--- src/rtl/core/dssm_pkg.sv ---
package dssm_pkg;

    localparam int DEPTH  = 16;
    localparam int WORD_W = 32;
    localparam int ADDR_W = (DEPTH > 1) ? $clog2(DEPTH) : 1;
    localparam int CNT_W  = $clog2(DEPTH + 1);

    typedef enum logic [2:0] {
        OP_PUSH_ONE = 3'd0,
        OP_POP_ONE  = 3'd1,
        OP_LIST_ONE = 3'd2,
        OP_PUSH_TWO = 3'd3,
        OP_POP_TWO  = 3'd4,
        OP_LIST_TWO = 3'd5
    } op_t;

    localparam logic [1:0] ST_OK        = 2'd0;
    localparam logic [1:0] ST_OVERFLOW  = 2'd1;
    localparam logic [1:0] ST_UNDERFLOW = 2'd2;
    localparam logic [1:0] ST_EMPTY     = 2'd3;

    typedef struct packed {
        logic                     we;
        logic [ADDR_W-1:0]        addr;
        logic signed [WORD_W-1:0] wdata;
    } mem_req_t;

    typedef struct packed {
        logic signed [WORD_W-1:0] data;
        logic [1:0]               status;
        logic                     last;
    } res_t;

endpackage

--- src/rtl/core/dssm_ram.sv ---
module dssm_ram #(
    parameter int WIDTH  = 32,
    parameter int DEPTH  = 16,
    parameter int ADDR_W = (DEPTH > 1) ? $clog2(DEPTH) : 1
) (
    input  logic              aclk,
    input  logic              we,
    input  logic [ADDR_W-1:0] addr,
    input  logic [WIDTH-1:0]  wdata,
    output logic [WIDTH-1:0]  rdata
);

    logic [WIDTH-1:0] mem [DEPTH];

    always_ff @(posedge aclk) begin
        if (we) begin
            mem[addr] <= wdata;
        end
        rdata <= mem[addr];
    end

endmodule

--- src/rtl/core/dssm_ctrl.sv ---
module dssm_ctrl (
    input  logic                               aclk,
    input  logic                               aresetn,
    input  logic                               s_valid,
    output logic                               s_ready,
    input  logic [2:0]                         s_operation,
    input  logic signed [dssm_pkg::WORD_W-1:0] s_push_value,
    output logic                               res_valid,
    input  logic                               res_ready,
    output dssm_pkg::res_t                     res,
    output dssm_pkg::mem_req_t                 mem_req,
    input  logic signed [dssm_pkg::WORD_W-1:0] mem_rdata
);

    localparam int ADDR_W = dssm_pkg::ADDR_W;
    localparam int CNT_W  = dssm_pkg::CNT_W;
    localparam logic [ADDR_W-1:0] TOP_ADDR = ADDR_W'(dssm_pkg::DEPTH - 1);
    localparam logic [CNT_W-1:0]  DEPTH_C  = CNT_W'(dssm_pkg::DEPTH);

    typedef enum logic [1:0] {
        IDLE,
        RDWAIT,
        EMIT
    } state_t;

    state_t             state_reg;
    logic [CNT_W-1:0]   lower_count_reg;
    logic [CNT_W-1:0]   upper_count_reg;
    logic [CNT_W-1:0]   rem_reg;
    logic [ADDR_W-1:0]  addr_reg;
    logic               list_reg;
    logic               list_up_reg;
    dssm_pkg::res_t     res_reg;

    logic               full;
    logic [CNT_W:0]     used;
    logic [CNT_W-1:0]   lower_dec;
    logic [CNT_W-1:0]   upper_pop;
    logic [ADDR_W-1:0]  addr_next;

    assign used      = {1'b0, lower_count_reg} + {1'b0, upper_count_reg};
    assign full      = used >= {1'b0, DEPTH_C};
    assign lower_dec = lower_count_reg - CNT_W'(1);
    assign upper_pop = DEPTH_C - upper_count_reg;
    assign addr_next = list_up_reg ? addr_reg + ADDR_W'(1) : addr_reg - ADDR_W'(1);

    assign s_ready   = (state_reg == IDLE);
    assign res_valid = (state_reg == EMIT);
    assign res       = res_reg;

    always_comb begin
        mem_req       = '0;
        mem_req.wdata = s_push_value;
        mem_req.addr  = addr_next;
        if (state_reg == IDLE) begin
            unique case (dssm_pkg::op_t'(s_operation))
                dssm_pkg::OP_PUSH_ONE: begin
                    mem_req.we   = s_valid && !full;
                    mem_req.addr = lower_count_reg[ADDR_W-1:0];
                end
                dssm_pkg::OP_POP_ONE: begin
                    mem_req.addr = lower_dec[ADDR_W-1:0];
                end
                dssm_pkg::OP_LIST_ONE: begin
                    mem_req.addr = '0;
                end
                dssm_pkg::OP_PUSH_TWO: begin
                    mem_req.we   = s_valid && !full;
                    mem_req.addr = TOP_ADDR - upper_count_reg[ADDR_W-1:0];
                end
                dssm_pkg::OP_POP_TWO: begin
                    mem_req.addr = upper_pop[ADDR_W-1:0];
                end
                dssm_pkg::OP_LIST_TWO: begin
                    mem_req.addr = TOP_ADDR;
                end
                default: begin
                    mem_req.addr = addr_next;
                end
            endcase
        end
    end

    always_ff @(posedge aclk) begin
        if (!aresetn) begin
            state_reg       <= IDLE;
            lower_count_reg <= '0;
            upper_count_reg <= '0;
            list_reg        <= 1'b0;
        end else begin
            unique case (state_reg)
                IDLE: begin
                    if (s_valid) begin
                        unique case (dssm_pkg::op_t'(s_operation))
                            dssm_pkg::OP_PUSH_ONE, dssm_pkg::OP_PUSH_TWO: begin
                                state_reg <= EMIT;
                                if (full) begin
                                    res_reg <= '{data: '0, status: dssm_pkg::ST_OVERFLOW,
                                                 last: 1'b1};
                                end else begin
                                    res_reg <= '{data: s_push_value, status: dssm_pkg::ST_OK,
                                                 last: 1'b1};
                                    if (s_operation == dssm_pkg::OP_PUSH_ONE) begin
                                        lower_count_reg <= lower_count_reg + CNT_W'(1);
                                    end else begin
                                        upper_count_reg <= upper_count_reg + CNT_W'(1);
                                    end
                                end
                            end
                            dssm_pkg::OP_POP_ONE: begin
                                if (lower_count_reg == '0) begin
                                    res_reg   <= '{data: '0, status: dssm_pkg::ST_UNDERFLOW,
                                                   last: 1'b1};
                                    state_reg <= EMIT;
                                end else begin
                                    res_reg.status  <= dssm_pkg::ST_OK;
                                    res_reg.last    <= 1'b1;
                                    lower_count_reg <= lower_dec;
                                    state_reg       <= RDWAIT;
                                end
                            end
                            dssm_pkg::OP_POP_TWO: begin
                                if (upper_count_reg == '0) begin
                                    res_reg   <= '{data: '0, status: dssm_pkg::ST_UNDERFLOW,
                                                   last: 1'b1};
                                    state_reg <= EMIT;
                                end else begin
                                    res_reg.status  <= dssm_pkg::ST_OK;
                                    res_reg.last    <= 1'b1;
                                    upper_count_reg <= upper_count_reg - CNT_W'(1);
                                    state_reg       <= RDWAIT;
                                end
                            end
                            dssm_pkg::OP_LIST_ONE: begin
                                if (lower_count_reg == '0) begin
                                    res_reg   <= '{data: '0, status: dssm_pkg::ST_EMPTY,
                                                   last: 1'b1};
                                    state_reg <= EMIT;
                                end else begin
                                    res_reg.status <= dssm_pkg::ST_OK;
                                    res_reg.last   <= (lower_count_reg == CNT_W'(1));
                                    list_reg       <= 1'b1;
                                    list_up_reg    <= 1'b1;
                                    addr_reg       <= '0;
                                    rem_reg        <= lower_count_reg;
                                    state_reg      <= RDWAIT;
                                end
                            end
                            dssm_pkg::OP_LIST_TWO: begin
                                if (upper_count_reg == '0) begin
                                    res_reg   <= '{data: '0, status: dssm_pkg::ST_EMPTY,
                                                   last: 1'b1};
                                    state_reg <= EMIT;
                                end else begin
                                    res_reg.status <= dssm_pkg::ST_OK;
                                    res_reg.last   <= (upper_count_reg == CNT_W'(1));
                                    list_reg       <= 1'b1;
                                    list_up_reg    <= 1'b0;
                                    addr_reg       <= TOP_ADDR;
                                    rem_reg        <= upper_count_reg;
                                    state_reg      <= RDWAIT;
                                end
                            end
                            default: begin
                                state_reg <= IDLE;
                            end
                        endcase
                    end
                end
                RDWAIT: begin
                    res_reg.data <= mem_rdata;
                    state_reg    <= EMIT;
                end
                EMIT: begin
                    if (res_ready) begin
                        if (list_reg && !res_reg.last) begin
                            addr_reg     <= addr_next;
                            rem_reg      <= rem_reg - CNT_W'(1);
                            res_reg.last <= (rem_reg == CNT_W'(2));
                            state_reg    <= RDWAIT;
                        end else begin
                            list_reg  <= 1'b0;
                            state_reg <= IDLE;
                        end
                    end
                end
                default: begin
                    state_reg <= IDLE;
                end
            endcase
        end
    end

endmodule

--- src/rtl/core/dual_stack_shared_memory.sv ---
// A push or a failed op goes from IDLE straight to EMIT; a pop reads the RAM in RDWAIT first.
// A new item is taken only in IDLE, after the last result has left EMIT; a list of N words
// does one single-port RAM read and one result register load per word.
// A finished result waits in the output register while the next item is taken.
// Reset (aresetn low, synchronous) empties both stacks; the RAM contents are not cleared.
module dual_stack_shared_memory (
    input  logic                               aclk,
    input  logic                               aresetn,
    input  logic                               s_valid,
    output logic                               s_ready,
    input  logic [2:0]                         s_operation,
    input  logic signed [dssm_pkg::WORD_W-1:0] s_push_value,
    output logic                               m_valid,
    input  logic                               m_ready,
    output logic signed [dssm_pkg::WORD_W-1:0] m_data_word,
    output logic [1:0]                         m_status,
    output logic                               m_last_of_run
);

    dssm_pkg::mem_req_t                 mem_req;
    logic signed [dssm_pkg::WORD_W-1:0] mem_rdata;
    dssm_pkg::res_t                     res;
    logic                               res_valid;
    logic                               res_ready;

    logic                               m_valid_reg;
    dssm_pkg::res_t                     m_res_reg;

    dssm_ram #(
        .WIDTH (dssm_pkg::WORD_W),
        .DEPTH (dssm_pkg::DEPTH),
        .ADDR_W(dssm_pkg::ADDR_W)
    ) u_ram (
        .aclk (aclk),
        .we   (mem_req.we),
        .addr (mem_req.addr),
        .wdata(mem_req.wdata),
        .rdata(mem_rdata)
    );

    dssm_ctrl u_ctrl (
        .aclk        (aclk),
        .aresetn     (aresetn),
        .s_valid     (s_valid),
        .s_ready     (s_ready),
        .s_operation (s_operation),
        .s_push_value(s_push_value),
        .res_valid   (res_valid),
        .res_ready   (res_ready),
        .res         (res),
        .mem_req     (mem_req),
        .mem_rdata   (mem_rdata)
    );

    assign res_ready = !m_valid_reg || m_ready;

    always_ff @(posedge aclk) begin
        if (!aresetn) begin
            m_valid_reg <= 1'b0;
        end else if (res_valid && res_ready) begin
            m_valid_reg <= 1'b1;
            m_res_reg   <= res;
        end else if (m_ready) begin
            m_valid_reg <= 1'b0;
        end
    end

    assign m_valid       = m_valid_reg;
    assign m_data_word   = m_res_reg.data;
    assign m_status      = m_res_reg.status;
    assign m_last_of_run = m_res_reg.last;

endmodule
--- config.mk ---
export PLATFORM = sky130hd
export DESIGN_NAME = dual_stack_shared_memory
export DESIGN_NICKNAME = d
export VERILOG_FILES = /design/src/rtl/core/dssm_pkg.sv /design/src/rtl/core/dssm_ram.sv /design/src/rtl/core/dssm_ctrl.sv /design/src/rtl/core/dual_stack_shared_memory.sv
export SDC_FILE = /design/constraint.sdc
export NUM_CORES = 1
export LEC_CHECK = 0
export BUFFER_PORTS_ARGS = -buffer_cell sky130_fd_sc_hd__buf_2
export CORE_UTILIZATION = 62
export DETAILED_ROUTE_END_ITERATION = 8
export PLACE_DENSITY = 0.79
export SYNTH_ARGS = -nofsm -noshare
export SYNTH_HDL_FRONTEND = slang
export SYNTH_SLANG_ARGS = --single-unit
--- constraint.sdc ---
create_clock -name aclk -period 4.7 [get_ports aclk]
set_input_delay 0.235 -clock aclk [delete_from_list [all_inputs] [get_ports aclk]]
set_output_delay 0.235 -clock aclk [all_outputs]
set_load 0.03 [all_outputs]
Word-level counts from Yosys, hierarchy flattened
Memory sizes are Yosys's and may differ from the RTL's. A register that Yosys moved wholly into a read port is not among the register bits.
Cells that the tools add are included.

cells by class
  equal/unequal tests = 25
  add/subtract/negate cells = 10
  reductions and logical operators = 31
  multiplexer cells = 59
  $lt $le $gt $ge = 1

operators with widths
  cell                 number
  $pmux 35 s5          1
  $mux 35              2
  $mux 32              2
  $pmux 32 s2          1
  $mux 5               12
  $pmux 5 s2           4
  $mux 4               6
  $pmux 4 s6           1
  $reduce_and 6->1     4
  $ne 2x2->1 const B   8
  $pmux 4 s2           2
  $sub 5x1->5 const B  3
  $mux 1               14
  $mux 3               4
  $pmux 2 s3           2
  $reduce_bool 2->1    6
  $add 5x1->5 const B  2
  $eq 5x1->1 const B   2
  $logic_not 5->1      2
  $mux 2               4
  $pmux 1 s2           4
  $reduce_and 4->1     2
  $reduce_and 8->1     1
  $reduce_and 7->1     1
  other kinds (24)     36

word-level totals
  memories kept = 1
  bits in registers = 94
  input port bits = 39
  logic and storage cells = 141
  memory bits (writable) = 512

memories
  memory     depth  bits a word  rd ports  clocked after memory_dff  write ports  RTL line        text
  u_ram.mem  16     32           1         1                         1            dssm_ram.sv:13  logic [WIDTH-1:0] mem [DEPTH];

Longest topological paths before layout
Gate-level depths: netlist of run 1.

  depth in word-level cells = 8
  gate-level depth with buffers = 10
  mapped depth without buffers = 8

Cells and area by module
From an unflattened synthesis of run 1, not the netlist that was laid out.

second synthesis, totals
  cell total of the unflattened synthesis = 1504
  area total of the unflattened synthesis = 25924.9 sq um

by module, submodules not included
  module                    sequential area each (sq um)  cells each  times used  area each (sq um)
  dssm_ram                  16015.4                       840         1           19864.1
  dssm_ctrl                 1611.5                        624         1           4958.5
  dual_stack_shared_memory  1071.0                        40          1           1102.3

Worst setup path after synthesis of run 1
OpenSTA, ideal clock, no wires.

  kind = register to register
  start point = register u_ctrl.state_reg[1]
  end point = register m_res_reg, in the netlist m_data_word[0] (enable)
  period minus slack after synthesis = 3885 ps
  setup slack = 815 ps
  data required time = 4229 ps
  data arrival time = 3415 ps
  cell stages (with the launch flop) = 5
  library setup time = 471 ps
  cells stage by stage = dfxtp_1 -> clkbuf_1 -> nand2b_1 -> clkbuf_1 -> nor3_1

between the ends
  cells in the longest elaborated chain, start to end = 3

RTL lines
  item                               RTL line                        text
  start: declaration                 dssm_ctrl.sv:26                 state_t state_reg;
  start signal: assignment           dssm_ctrl.sv:86                 state_reg <= IDLE;
  start signal: assignment           dssm_ctrl.sv:96                 state_reg <= EMIT;
  start signal: assignment           dssm_ctrl.sv:114                state_reg <= EMIT;
  $eq 2x2->1                         dssm_ctrl.sv:48                 assign res_valid = (state_reg == EMIT);
  $logic_and 1x1->1                  dual_stack_shared_memory.sv:60  end else if (res_valid && res_ready) begin
  $reduce_and 2->1 (no source line)  n/a
  end signal: assignment             dual_stack_shared_memory.sv:62  m_res_reg <= res;
  end: declaration                   dual_stack_shared_memory.sv:27  dssm_pkg::res_t m_res_reg;

No other way between the ends.
A chain may end at the register's enable or synchronous reset.

Final worst setup path of run 1
  start point = register u_ctrl.upper_count_reg[1]
  end point = memory u_ram.mem[2][17] (enable)

between the ends
  cells in the longest elaborated chain, start to end = 8
  elaborated cells between the ends (all ways) = 11
  those cells by class = add/sub (3); order compare (1); mux (5); reduce/logical (2)

RTL lines
  item                          RTL line                          text
  start: declaration            dssm_ctrl.sv:28                   logic [CNT_W-1:0] upper_count_reg;
  start signal: assignment      dssm_ctrl.sv:106                  upper_count_reg <= upper_count_reg + CNT_W'(1);
  start signal: assignment      dssm_ctrl.sv:130                  upper_count_reg <= upper_count_reg - CNT_W'(1);
  $add 5x5->6                   dssm_ctrl.sv:41                   assign used = {1'b0, lower_count_reg} + {1'b0, upper_count_reg};
  $ge 6x5->1                    dssm_ctrl.sv:42                   assign full = used >= {1'b0, DEPTH_C};
  $logic_not 1->1               dssm_ctrl.sv:58, dssm_ctrl.sv:68
  $logic_and 1x1->1             dssm_ctrl.sv:58, dssm_ctrl.sv:68
  $mux 1                        n/a
  $mux 5 *                      dssm_ctrl.sv:55                   if (state_reg == IDLE) begin
  $mux 1                        dssm_ram.sv:16                    if (we) begin
  $mux 1 (implied by the code)  dssm_ram.sv:17                    mem[addr] <= wdata;
  end: declaration              dssm_ram.sv:13

Every way passes the cells marked *; elsewhere a longest branch is shown, timed or not.

==> results of run 1 <==
metal layers:
metal | global-route usage, % | vias up | part of all wire (%)
li1 | - | 5423 | -
met1 | 37.5 | 6650 | 40
met5 | 0 | - | 0.024
met4 | 9.00 | 2 | 2.6
met2 | 44.1 | 600 | 50
met3 | 4.49 | 94 | 7.6
critical path, delay by kind of cell, from the launching register on:
family	cells	cell delay, ps
compound gates	4	1360
buf+inv	1	310
fa+ha+maj	1	280
simple gates	2	1050
flops	1	470
power groups by stage:
| stage | registers, mW | clock network (mW) | logic, mW |
|---|---|---|---|
| floorplan | 6.53 | 0 | 0.808 |
| finish | 6.41 | 4.92 | 1.17 |
| global route | 6.42 | 5.20 | 1.24 |
| detailed placement | 6.53 | 0 | 1.14 |
| global placement | 6.53 | 0 | 1.12 |
| CTS | 6.41 | 5.01 | 1.17 |
cells by family (layout without fill, tap and decap cells):
group,Yosys count,after routing,share of synthesized area [%]
AO/OA/AOI/OAI,136,136,3.52
XOR/XNOR,18,18,0.630
adder cells (fa/ha/maj),16,16,0.830
buffers and inverters,88,255,1.90
flip-flops,638,638,74.7
multiplexers,231,231,15.6
AND/OR/NAND/NOR,151,151,2.80
placed cells by master, fill, tap and decap left out, types with 16 or more instances in the layout:
cell                        instances
sky130_fd_sc_hd__a21oi_1           19
sky130_fd_sc_hd__dfxtp_1           46
sky130_fd_sc_hd__mux4_2           128
sky130_fd_sc_hd__edfxtp_1         592
sky130_fd_sc_hd__a22oi_1           32
sky130_fd_sc_hd__buf_2             75
sky130_fd_sc_hd__buf_4             28
sky130_fd_sc_hd__o21ai_0           48
sky130_fd_sc_hd__nor2_4            16
sky130_fd_sc_hd__clkbuf_16         60
sky130_fd_sc_hd__nor2_1            20
sky130_fd_sc_hd__mux2i_1          102
sky130_fd_sc_hd__nand2_1           61
final timing paths:
path / start / endpoint / slack, ps / cells past startpoint
min reg2reg: u_ctrl.res[2] / m_status[1] / 420 / 0
max: u_ctrl.upper_count_reg[1] / u_ram.mem[2][17] / 900 / 8
min: s_push_value[8] / u_ram.mem[14][8] / 20 / 1
max reg2reg: u_ctrl.upper_count_reg[1] / u_ram.mem[2][17] / 900 / 8
metrics by stage:
step	hold WS (ps)	cells	cell area (um^2)	setup slack, ps
3_5_place_dp	406	1843	26200	926
4_1_cts	2.00	1970	28400	897
3_3_place_gp	402	1843	26200	1010
6_report	19.2	1970	28400	900
5_1_grt	12.2	1970	28400	607
2_1_floorplan	334	1278	25000	815
area by class of cell:
cell class	count	area, um^2	share of cell area, %
clock inverter	39	449	1.58
tap	525	657	2.31
clock buffer	73	1570	5.53
multi-input combinational	552	6060	21.3
sequential	638	18700	65.8
inverter	16	60.1	0.211
timing repair buffer	127	916	3.22
timing repair:
item,CTS,global route
endpoints found under the hold margin,161,0
setup buffers,0,0
hold buffers,15,0
==> results.sh, run 1 <==
export IMPL_status="finished, final reports clean"
export IMPL_cts_sinks=638
export IMPL_fmax_mhz=263
export IMPL_first_iter_violations=1283
export IMPL_gp_congestion=0.957
export IMPL_ant_nets=0
export IMPL_synth_seq_area_share_pct=74.7
export IMPL_drv_max_cap_violation_count=0
export IMPL_floorplan_initialDensity_pct=62.9
export IMPL_utilization_pct=71.3
export IMPL_cts_resized=0
export IMPL_rows=73
export IMPL_clkLatencyLatePin_ps=620
export IMPL_timing_max_slew_rel_slack_pct=41.8
export IMPL_worstSetupStartpointType="register"
export IMPL_die_y_um=203
export IMPL_viasPerCell=6.48
export IMPL_synth_main_ff_cell="sky130_fd_sc_hd__edfxtp_1"
export IMPL_net_switching_power_mw=2.77
export IMPL_postSynthCellCount=1278
export IMPL_core_mm2=0.0398
export IMPL_clock_skew_final_ps=26.4
export IMPL_final_hold_violation_count=0
export IMPL_timing_final_setup_violations=0
export IMPL_area_growth_syn_to_layout_pct=13.5
export IMPL_worst_path_max_fanout=17
export IMPL_syn_nets=1333
export IMPL_first_pass_grt_wire_length_um=80500
export IMPL_num_io_pins=76
export IMPL_cellLeakagePower_nw=9.36
export IMPL_vias=12800
export IMPL_total_power_mw=12.5
export IMPL_grt_pass1_vias=12900
export IMPL_syn_avg_cell_area_um2=19.6
export IMPL_synth_largest_type_area_fraction_pct=71.0
export IMPL_drive_gt1_share_pct=25.4
export IMPL_antenna_found_initial=1
export IMPL_worstHoldPathType="in -> reg"
export IMPL_synth_edf_count=592
export IMPL_tightestPinTransition_ps=871
export IMPL_crit_path_cell_trace="ha_1 > a31o_2 > a21oi_1 > o21ai_1 > a2111oi_0 > nand2_1 > nor2_4 > buf_4"
export IMPL_placement_io_buffers=75
export IMPL_count_of_h_tree_levels_built_during_cts=2
export IMPL_combPwrFrac_pct=9.3
export IMPL_grt_util_all_layers_pct=27.0
export IMPL_antennaDiodeCount=0
export IMPL_asyncSetResetFlopFracSynth_pct=0
export IMPL_cts_buffers=59
export IMPL_internal_power_mw=9.73
export IMPL_power_sequential_fraction_pct=51.3
export IMPL_critical_path_at_ps=4100
export IMPL_cp_slowest_stage_delay_ps=720
export IMPL_worst_path_required_time_ps=5000
export IMPL_wire_per_inst_um=27.4
export IMPL_rsz0062_at_grt="no"
export IMPL_timing_worst_setup_path_type="reg -> reg"
export IMPL_overflow=0
export IMPL_totalNegativeSetupSlack_ps=0
export IMPL_fillers=2374
export IMPL_hpwlAfterDp_um=29300
export IMPL_largest_register_ff_count=512
export IMPL_worst_setup_path_end_kind="register"
export IMPL_cts_tree="built"
export IMPL_final_min_period_over_clock_period_pct=80.8
export IMPL_die_area_mm2=0.0412
export IMPL_irDropWorstVdd_mv=0.384
export IMPL_fp_dieW_um=203
export IMPL_cts_buffer_depth=3
export IMPL_synth_area_mm2=0.0250
export IMPL_clkTransAtPathRegs_ps=70
export IMPL_yosys_cell_types_count=60
export IMPL_layout_nets=1449
export IMPL_slew_violations=0
export IMPL_synth_most_common_cell="sky130_fd_sc_hd__edfxtp_1"
export IMPL_post_synth_main_area_contributors="sky130_fd_sc_hd__edfxtp_1 (71%), sky130_fd_sc_hd__mux4_2 (12%), sky130_fd_sc_hd__mux2i_1 (4.1%)"
export IMPL_synth_largest_area_cell="sky130_fd_sc_hd__edfxtp_1"
export IMPL_clock_power_share_pct=39.4
export IMPL_clock_tree_root_cell="sky130_fd_sc_hd__clkbuf_16"
export IMPL_yosys_register_bits=638
export IMPL_route_final_wire_length_um=54000
export IMPL_slowest_stage="sky130_fd_sc_hd__a2111oi_0"
export IMPL_power_switching_fraction_pct=22.2
export IMPL_pin_count_of_the_biggest_net_entering_global_routing=129
export IMPL_detailedRoute_firstPassIterationCount=5
export IMPL_synth_cells_most_frequent="sky130_fd_sc_hd__edfxtp_1 (592), sky130_fd_sc_hd__mux4_2 (128), sky130_fd_sc_hd__mux2i_1 (102), sky130_fd_sc_hd__nand2_1 (61), sky130_fd_sc_hd__o21ai_0 (48)"
export IMPL_synth_warning_count=0
export IMPL_layout_min_cycle_time_ps=3800
export IMPL_drc=0
export IMPL_pwr_density_cell_mw_per_mm2=440
Note: power is estimated with default switching activity, not from simulation.
==> run 2: changes to the inputs <==
clock period = 3.65 ns   (was 4.7 ns; I/O delays follow)
==> run 2 against run 1 <==
Net effect: total power grew 27%; clock skew shrank 12 ps; highest routed layer is now met4; clock-buffer cell count grew 9; cell count grew 1.6%; register-to-register slack lost 640 ps; setup slack lost 640 ps.
==> results.sh, run 2 (synthesis results as in run 1) <==
export IMPL_cts_tree="built"
export IMPL_status="finished, final reports clean"
export IMPL_num_io_pins=76
export IMPL_drc=0
export IMPL_wire_per_inst_um=26.9
export IMPL_core_mm2=0.0398
export IMPL_rsz0062_at_grt="no"
export IMPL_internal_power_mw=12.4
export IMPL_worst_path_dominant_cell_family="simple AND/OR/NAND/NOR gates"
export IMPL_power_switching_fraction_pct=22.1
export IMPL_slowest_stage="sky130_fd_sc_hd__nor4_1"
export IMPL_timing_final_setup_violations=0
export IMPL_critical_path_at_ps=3650
export IMPL_final_min_period_over_clock_period_pct=93.0
export IMPL_clock_skew_final_ps=14.4
export IMPL_cts_buffers=60
export IMPL_layout_nets=1482
export IMPL_antenna_found_initial=0
export IMPL_ant_nets=0
export IMPL_pin_count_of_the_biggest_net_entering_global_routing=129
export IMPL_rows=73
export IMPL_timing_worst_setup_path_type="reg -> reg"
export IMPL_detailedRoute_firstPassIterationCount=5
export IMPL_grt_util_all_layers_pct=26.8
export IMPL_clkLatencyLatePin_ps=610
export IMPL_clkTransAtPathRegs_ps=60
export IMPL_largest_register_ff_count=512
export IMPL_utilization_pct=72.0
export IMPL_drive_gt1_share_pct=25.1
export IMPL_overflow=0
export IMPL_cp_slowest_stage_delay_ps=560
export IMPL_combPwrFrac_pct=9.6
export IMPL_layout_min_cycle_time_ps=3390
export IMPL_crit_path_cell_trace="inv_1 > ha_1 > a21oi_1 > o221ai_1 > a22oi_2 > nor4_1 > nand2_1 > nor2_4 > buf_4"
export IMPL_cts_buffer_depth=3
export IMPL_worst_path_required_time_ps=3910
export IMPL_postCtsSetupBuffers=0
export IMPL_floorplan_initialDensity_pct=62.9
export IMPL_timing_max_slew_rel_slack_pct=37.0
export IMPL_worst_setup_path_end_kind="register"
export IMPL_layout_common_cells="sky130_fd_sc_hd__edfxtp_1 (592), sky130_fd_sc_hd__mux4_2 (128), sky130_fd_sc_hd__mux2i_1 (102)"
export IMPL_totalNegativeSetupSlack_ps=0
export IMPL_clock_tree_root_cell="sky130_fd_sc_hd__clkbuf_16"
export IMPL_critical_path_n_buffers_inverters=2
export IMPL_cts_sinks=638
export IMPL_gp_congestion=0.887
export IMPL_fmax_mhz=295
export IMPL_viasPerCell=6.41
export IMPL_pwr_density_cell_mw_per_mm2=555
export IMPL_fp_dieW_um=203
export IMPL_drv_max_cap_violation_count=0
export IMPL_antennaDiodeCount=0
export IMPL_fillers=2340
export IMPL_hpwlAfterDp_um=29500
export IMPL_vias=12800
export IMPL_area_growth_syn_to_layout_pct=14.6
export IMPL_grt_pass1_vias=13000
export IMPL_first_iter_violations=1202
export IMPL_count_of_h_tree_levels_built_during_cts=2
export IMPL_net_switching_power_mw=3.53
export IMPL_worstHoldPathType="in -> reg"
export IMPL_final_hold_violation_count=0
export IMPL_first_pass_grt_wire_length_um=80400
export IMPL_worst_path_max_fanout=18
export IMPL_slew_violations=0
export IMPL_worstSetupStartpointType="register"
export IMPL_die_area_mm2=0.0412
export IMPL_power_sequential_fraction_pct=51.9
export IMPL_clock_power_share_pct=38.6
export IMPL_placement_io_buffers=75
export IMPL_cellLeakagePower_nw=9.47
export IMPL_route_final_wire_length_um=53800
export IMPL_irDropWorstVdd_mv=0.435
export IMPL_most_common_cell_after_layout_fill_and_taps_aside="sky130_fd_sc_hd__edfxtp_1"
export IMPL_tightestPinTransition_ps=941
export IMPL_die_y_um=203
-- run 2: repair_timing --
item | CTS | global route
gates resized for setup | 1 | 1
hold buffers | 34 | 0
setup endpoints to repair | 46 | 46
cloned | 0 | 0
endpoints found under the hold margin | 518 | 0
-- run 2: power groups by stage --
| stage | registers, mW | logic (mW) | clock network [mW] |
|---|---|---|---|
| floorplan | 8.41 | 1.04 | 0 |
| global placement | 8.41 | 1.45 | 0 |
| detailed placement | 8.41 | 1.48 | 0 |
| CTS | 8.26 | 1.53 | 6.23 |
| global route | 8.27 | 1.63 | 6.47 |
| finish | 8.26 | 1.52 | 6.15 |
-- run 2: worst register-to-register path, cell delays in order (launching register included) --
cell and delay (ps):
sky130_fd_sc_hd__dfxtp_1 510, sky130_fd_sc_hd__inv_1 150, sky130_fd_sc_hd__ha_1 340, sky130_fd_sc_hd__a21oi_1 80
sky130_fd_sc_hd__o221ai_1 310, sky130_fd_sc_hd__a22oi_2 140, sky130_fd_sc_hd__nor4_1 560, sky130_fd_sc_hd__nand2_1 400
sky130_fd_sc_hd__nor2_4 180, sky130_fd_sc_hd__buf_4 370
-- run 2: worst paths after layout --
kind,cells after the start,end,slack (ps),start
setup / recovery,9,u_ram.mem[8][10],260,u_ctrl.lower_count_reg[0]
hold / removal,3,u_ctrl.res[0],80,s_valid
setup reg to reg,9,u_ram.mem[8][10],260,u_ctrl.lower_count_reg[0]
hold reg to reg,0,m_status[1],420,u_ctrl.res[2]
-- run 2: area by class of cell --
class	count	area (um^2)	share of cell area, %
sequential	638	18700	65.2
clock inverter	30	302	1.05
inverter	16	60.1	0.209
tap	525	657	2.29
multi-input combinational	552	6070	21.2
clock buffer	82	1640	5.70
timing repair buffer	159	1270	4.41
-- run 2: stage by stage --
stage                     instance area [um^2]  worst slack [ps]  power [mW]  cells  hold slack (ps)
after floorplan                          25000              -195        9.45   1278              281
after global placement                   26400              38.4        9.86   1856              403
after detailed placement                 26400             -39.7        9.89   1856              408
after CTS                                28700               179        16.0   2002             36.7
after global routing                     28700              31.9        16.4   2002             67.0
final                                    28700               257        15.9   2002             78.6
-- run 2: per-layer routing --
metal	routed length (um)	global-route usage [%]
met5	0	0
met4	1260	8.14
met3	3800	4.29
met2	27100	44.5
met1	21700	37.2
==> run 3: changes to the inputs <==
CORE_MARGIN = 4   (was default)
CTS_CLUSTER_SIZE = 30   (was default)
PLACE_DENSITY = 0.9   (was 0.79)
==> run 3 against run 2 <==
Net effect: die area up 6.0%; maximum frequency shrank 4.5%; sequential power is essentially flat; sequential share of layout area fell by 0.21 points; critical path depth stayed put; clock-buffer cell count rose by 10; sequential cell count stayed put; cell count grew 0.55%; setup slack got worse by 160 ps; critical endpoint is now u_ram.rdata[9].
==> results.sh, run 3 (synthesis results as in run 1) <==
export IMPL_worstSetupStartpointType="register"
export IMPL_clock_tree_root_cell="sky130_fd_sc_hd__clkbuf_16"
export IMPL_most_common_cell_after_layout_fill_and_taps_aside="sky130_fd_sc_hd__edfxtp_1"
export IMPL_floorplan_initialDensity_pct=62.9
export IMPL_regToRegEndpoint="u_ram.rdata[9]"
export IMPL_dpl_worst_slack_ps=342
export IMPL_worst_setup_path_end_kind="register"
export IMPL_irDropWorstVdd_mv=0.468
export IMPL_first_iter_violations=1843
export IMPL_total_power_mw=16.0
export IMPL_drive_gt1_share_pct=25.6
export IMPL_drc=0
export IMPL_viasPerCell=6.67
export IMPL_clock_skew_final_ps=21.3
export IMPL_clkTransAtPathRegs_ps=60
export IMPL_worst_path_required_time_ps=4130
export IMPL_timing_final_setup_violations=0
export IMPL_final_cell_count_no_fill=2013
export IMPL_antennaDiodeCount=0
export IMPL_final_min_period_over_clock_period_pct=97.3
export IMPL_place_inst=1867
export IMPL_r2r_worst_path_cells=9
export IMPL_layout_min_cycle_time_ps=3550
export IMPL_multiInputGateArea_mm2=0.00607
export IMPL_setup_worst_path_end="u_ram.rdata[9]"
export IMPL_vias=13400
export IMPL_first_pass_grt_wire_length_um=88700
export IMPL_cts_buffer_depth=3
export IMPL_cellLeakagePower_nw=9.54
export IMPL_placement_io_buffers=75
export IMPL_cts_tree="built"
export IMPL_worst_path_max_fanout=128
export IMPL_crit_reg2reg_launch="u_ctrl.lower_count_reg[0]"
export IMPL_core_mm2=0.0398
export IMPL_pin_count_of_the_biggest_net_entering_global_routing=129
export IMPL_timing_worst_setup_path_type="reg -> reg"
export IMPL_grt_pass1_vias=13900
export IMPL_slew_violations=0
export IMPL_fp_dieW_um=209
export IMPL_clkLatencyLatePin_ps=630
export IMPL_fmax_mhz=282
export IMPL_route_final_wire_length_um=58900
export IMPL_count_of_h_tree_levels_built_during_cts=2
export IMPL_wire_per_inst_um=29.3
export IMPL_drv_max_cap_violation_count=0
export IMPL_timing_max_slew_rel_slack_pct=16.4
export IMPL_ant_nets=0
export IMPL_die_y_um=209
export IMPL_gp_congestion=0.885
export IMPL_grt_util_all_layers_pct=27.3
export IMPL_die_area_mm2=0.0437
export IMPL_hpwlAfterDp_um=32300
export IMPL_final_critical_path_setup_slack_ps=98.4
export IMPL_final_hold_violation_count=0
export IMPL_hold_worst_slack_ps=98.2
export IMPL_pwr_density_cell_mw_per_mm2=555
export IMPL_num_io_pins=76
export IMPL_layout_common_cells="sky130_fd_sc_hd__edfxtp_1 (592), sky130_fd_sc_hd__mux4_2 (128), sky130_fd_sc_hd__mux2i_1 (102)"
export IMPL_ff2ff_setup_slack_ps=100
export IMPL_overflow=0
export IMPL_antenna_found_initial=1
export IMPL_layout_nets=1492
export IMPL_regArea_mm2=0.0187
export IMPL_detailedRoute_firstPassIterationCount=5
export IMPL_area_growth_syn_to_layout_pct=15.0
export IMPL_worstHoldPathType="in -> reg"
export IMPL_tightestPinTransition_ps=1250
export IMPL_status="finished, final reports clean"
export IMPL_fillers=2184
export IMPL_largest_register_ff_count=512
export IMPL_startpoint="u_ctrl.lower_count_reg[0]"
export IMPL_critical_path_at_ps=4030
export IMPL_rows=73
export IMPL_cts_buffers=59
export IMPL_cts_sinks=638
[run 3: cell type report]
class                           count  area share (%)
Clock buffer                       92            5.91
Clock inverter                     20           0.765
Inverter                           16           0.209
Multi-Input combinational cell    552            21.1
Sequential cell                   638            65.0
Tap cell                          525            2.28
Timing Repair Buffer              170            4.79
[run 3: worst min-delay path by stage]
stage | endpoint | start | cells after the start | slack [ps]
floorplan | u_ram.mem[0][0] | s_push_value[0] | 0 | 280
global placement | m_status[0] | u_ctrl.res[1] | 0 | 400
detailed placement | m_status[1] | u_ctrl.res[2] | 0 | 410
CTS | u_ctrl.res[1] | s_operation[0] | 3 | 70
global route | u_ctrl.res[0] | s_valid | 3 | 120
finish | u_ctrl.res[1] | s_operation[0] | 3 | 100
[run 3: routing by layer]
| layer | global-route usage, % | vias up | part of all wire, % |
|---|---|---|---|
| li1 | - | 5511 | - |
| met1 | 37.4 | 6890 | 37 |
| met2 | 44.7 | 887 | 51 |
| met3 | 5.63 | 139 | 9.4 |
| met4 | 9.65 | 0 | 3.3 |
| met5 | 0 | - | 0 |
[run 3: worst max-delay path: stages, from the launching register on]
cell and delay, ps:
sky130_fd_sc_hd__dfxtp_1 550, sky130_fd_sc_hd__inv_1 210, sky130_fd_sc_hd__ha_1 400, sky130_fd_sc_hd__a21oi_1 170, sky130_fd_sc_hd__o221ai_1 180, sky130_fd_sc_hd__a22oi_2 230
sky130_fd_sc_hd__clkbuf_16 600, sky130_fd_sc_hd__mux4_2 420, sky130_fd_sc_hd__mux2i_1 420, sky130_fd_sc_hd__mux2i_1 160
[run 3: per-stage QoR]
step,cell area [um^2],utilization [%],TNS [ps]
after floorplan,25000,-,-33240
after global placement,26500,66.6,0
after detailed placement,26500,66.6,0
after CTS,28800,72.3,0
after global routing,28800,72.3,-26.3
final,28800,72.3,0
[run 3: where the power goes]
part           internal [mW]  total, mW  switching (mW)
logic                  0.690       1.60           0.911
registers               8.19       8.28          0.0882
clock network           3.43       6.09            2.66
[run 3: repair_timing]
item                                   4_1_cts  5_1_grt
hold buffers                                34        0
buffers inserted                             0        0
resized for setup                            0        3
endpoints found under the hold margin      517        0
setup endpoints to repair                    0       21
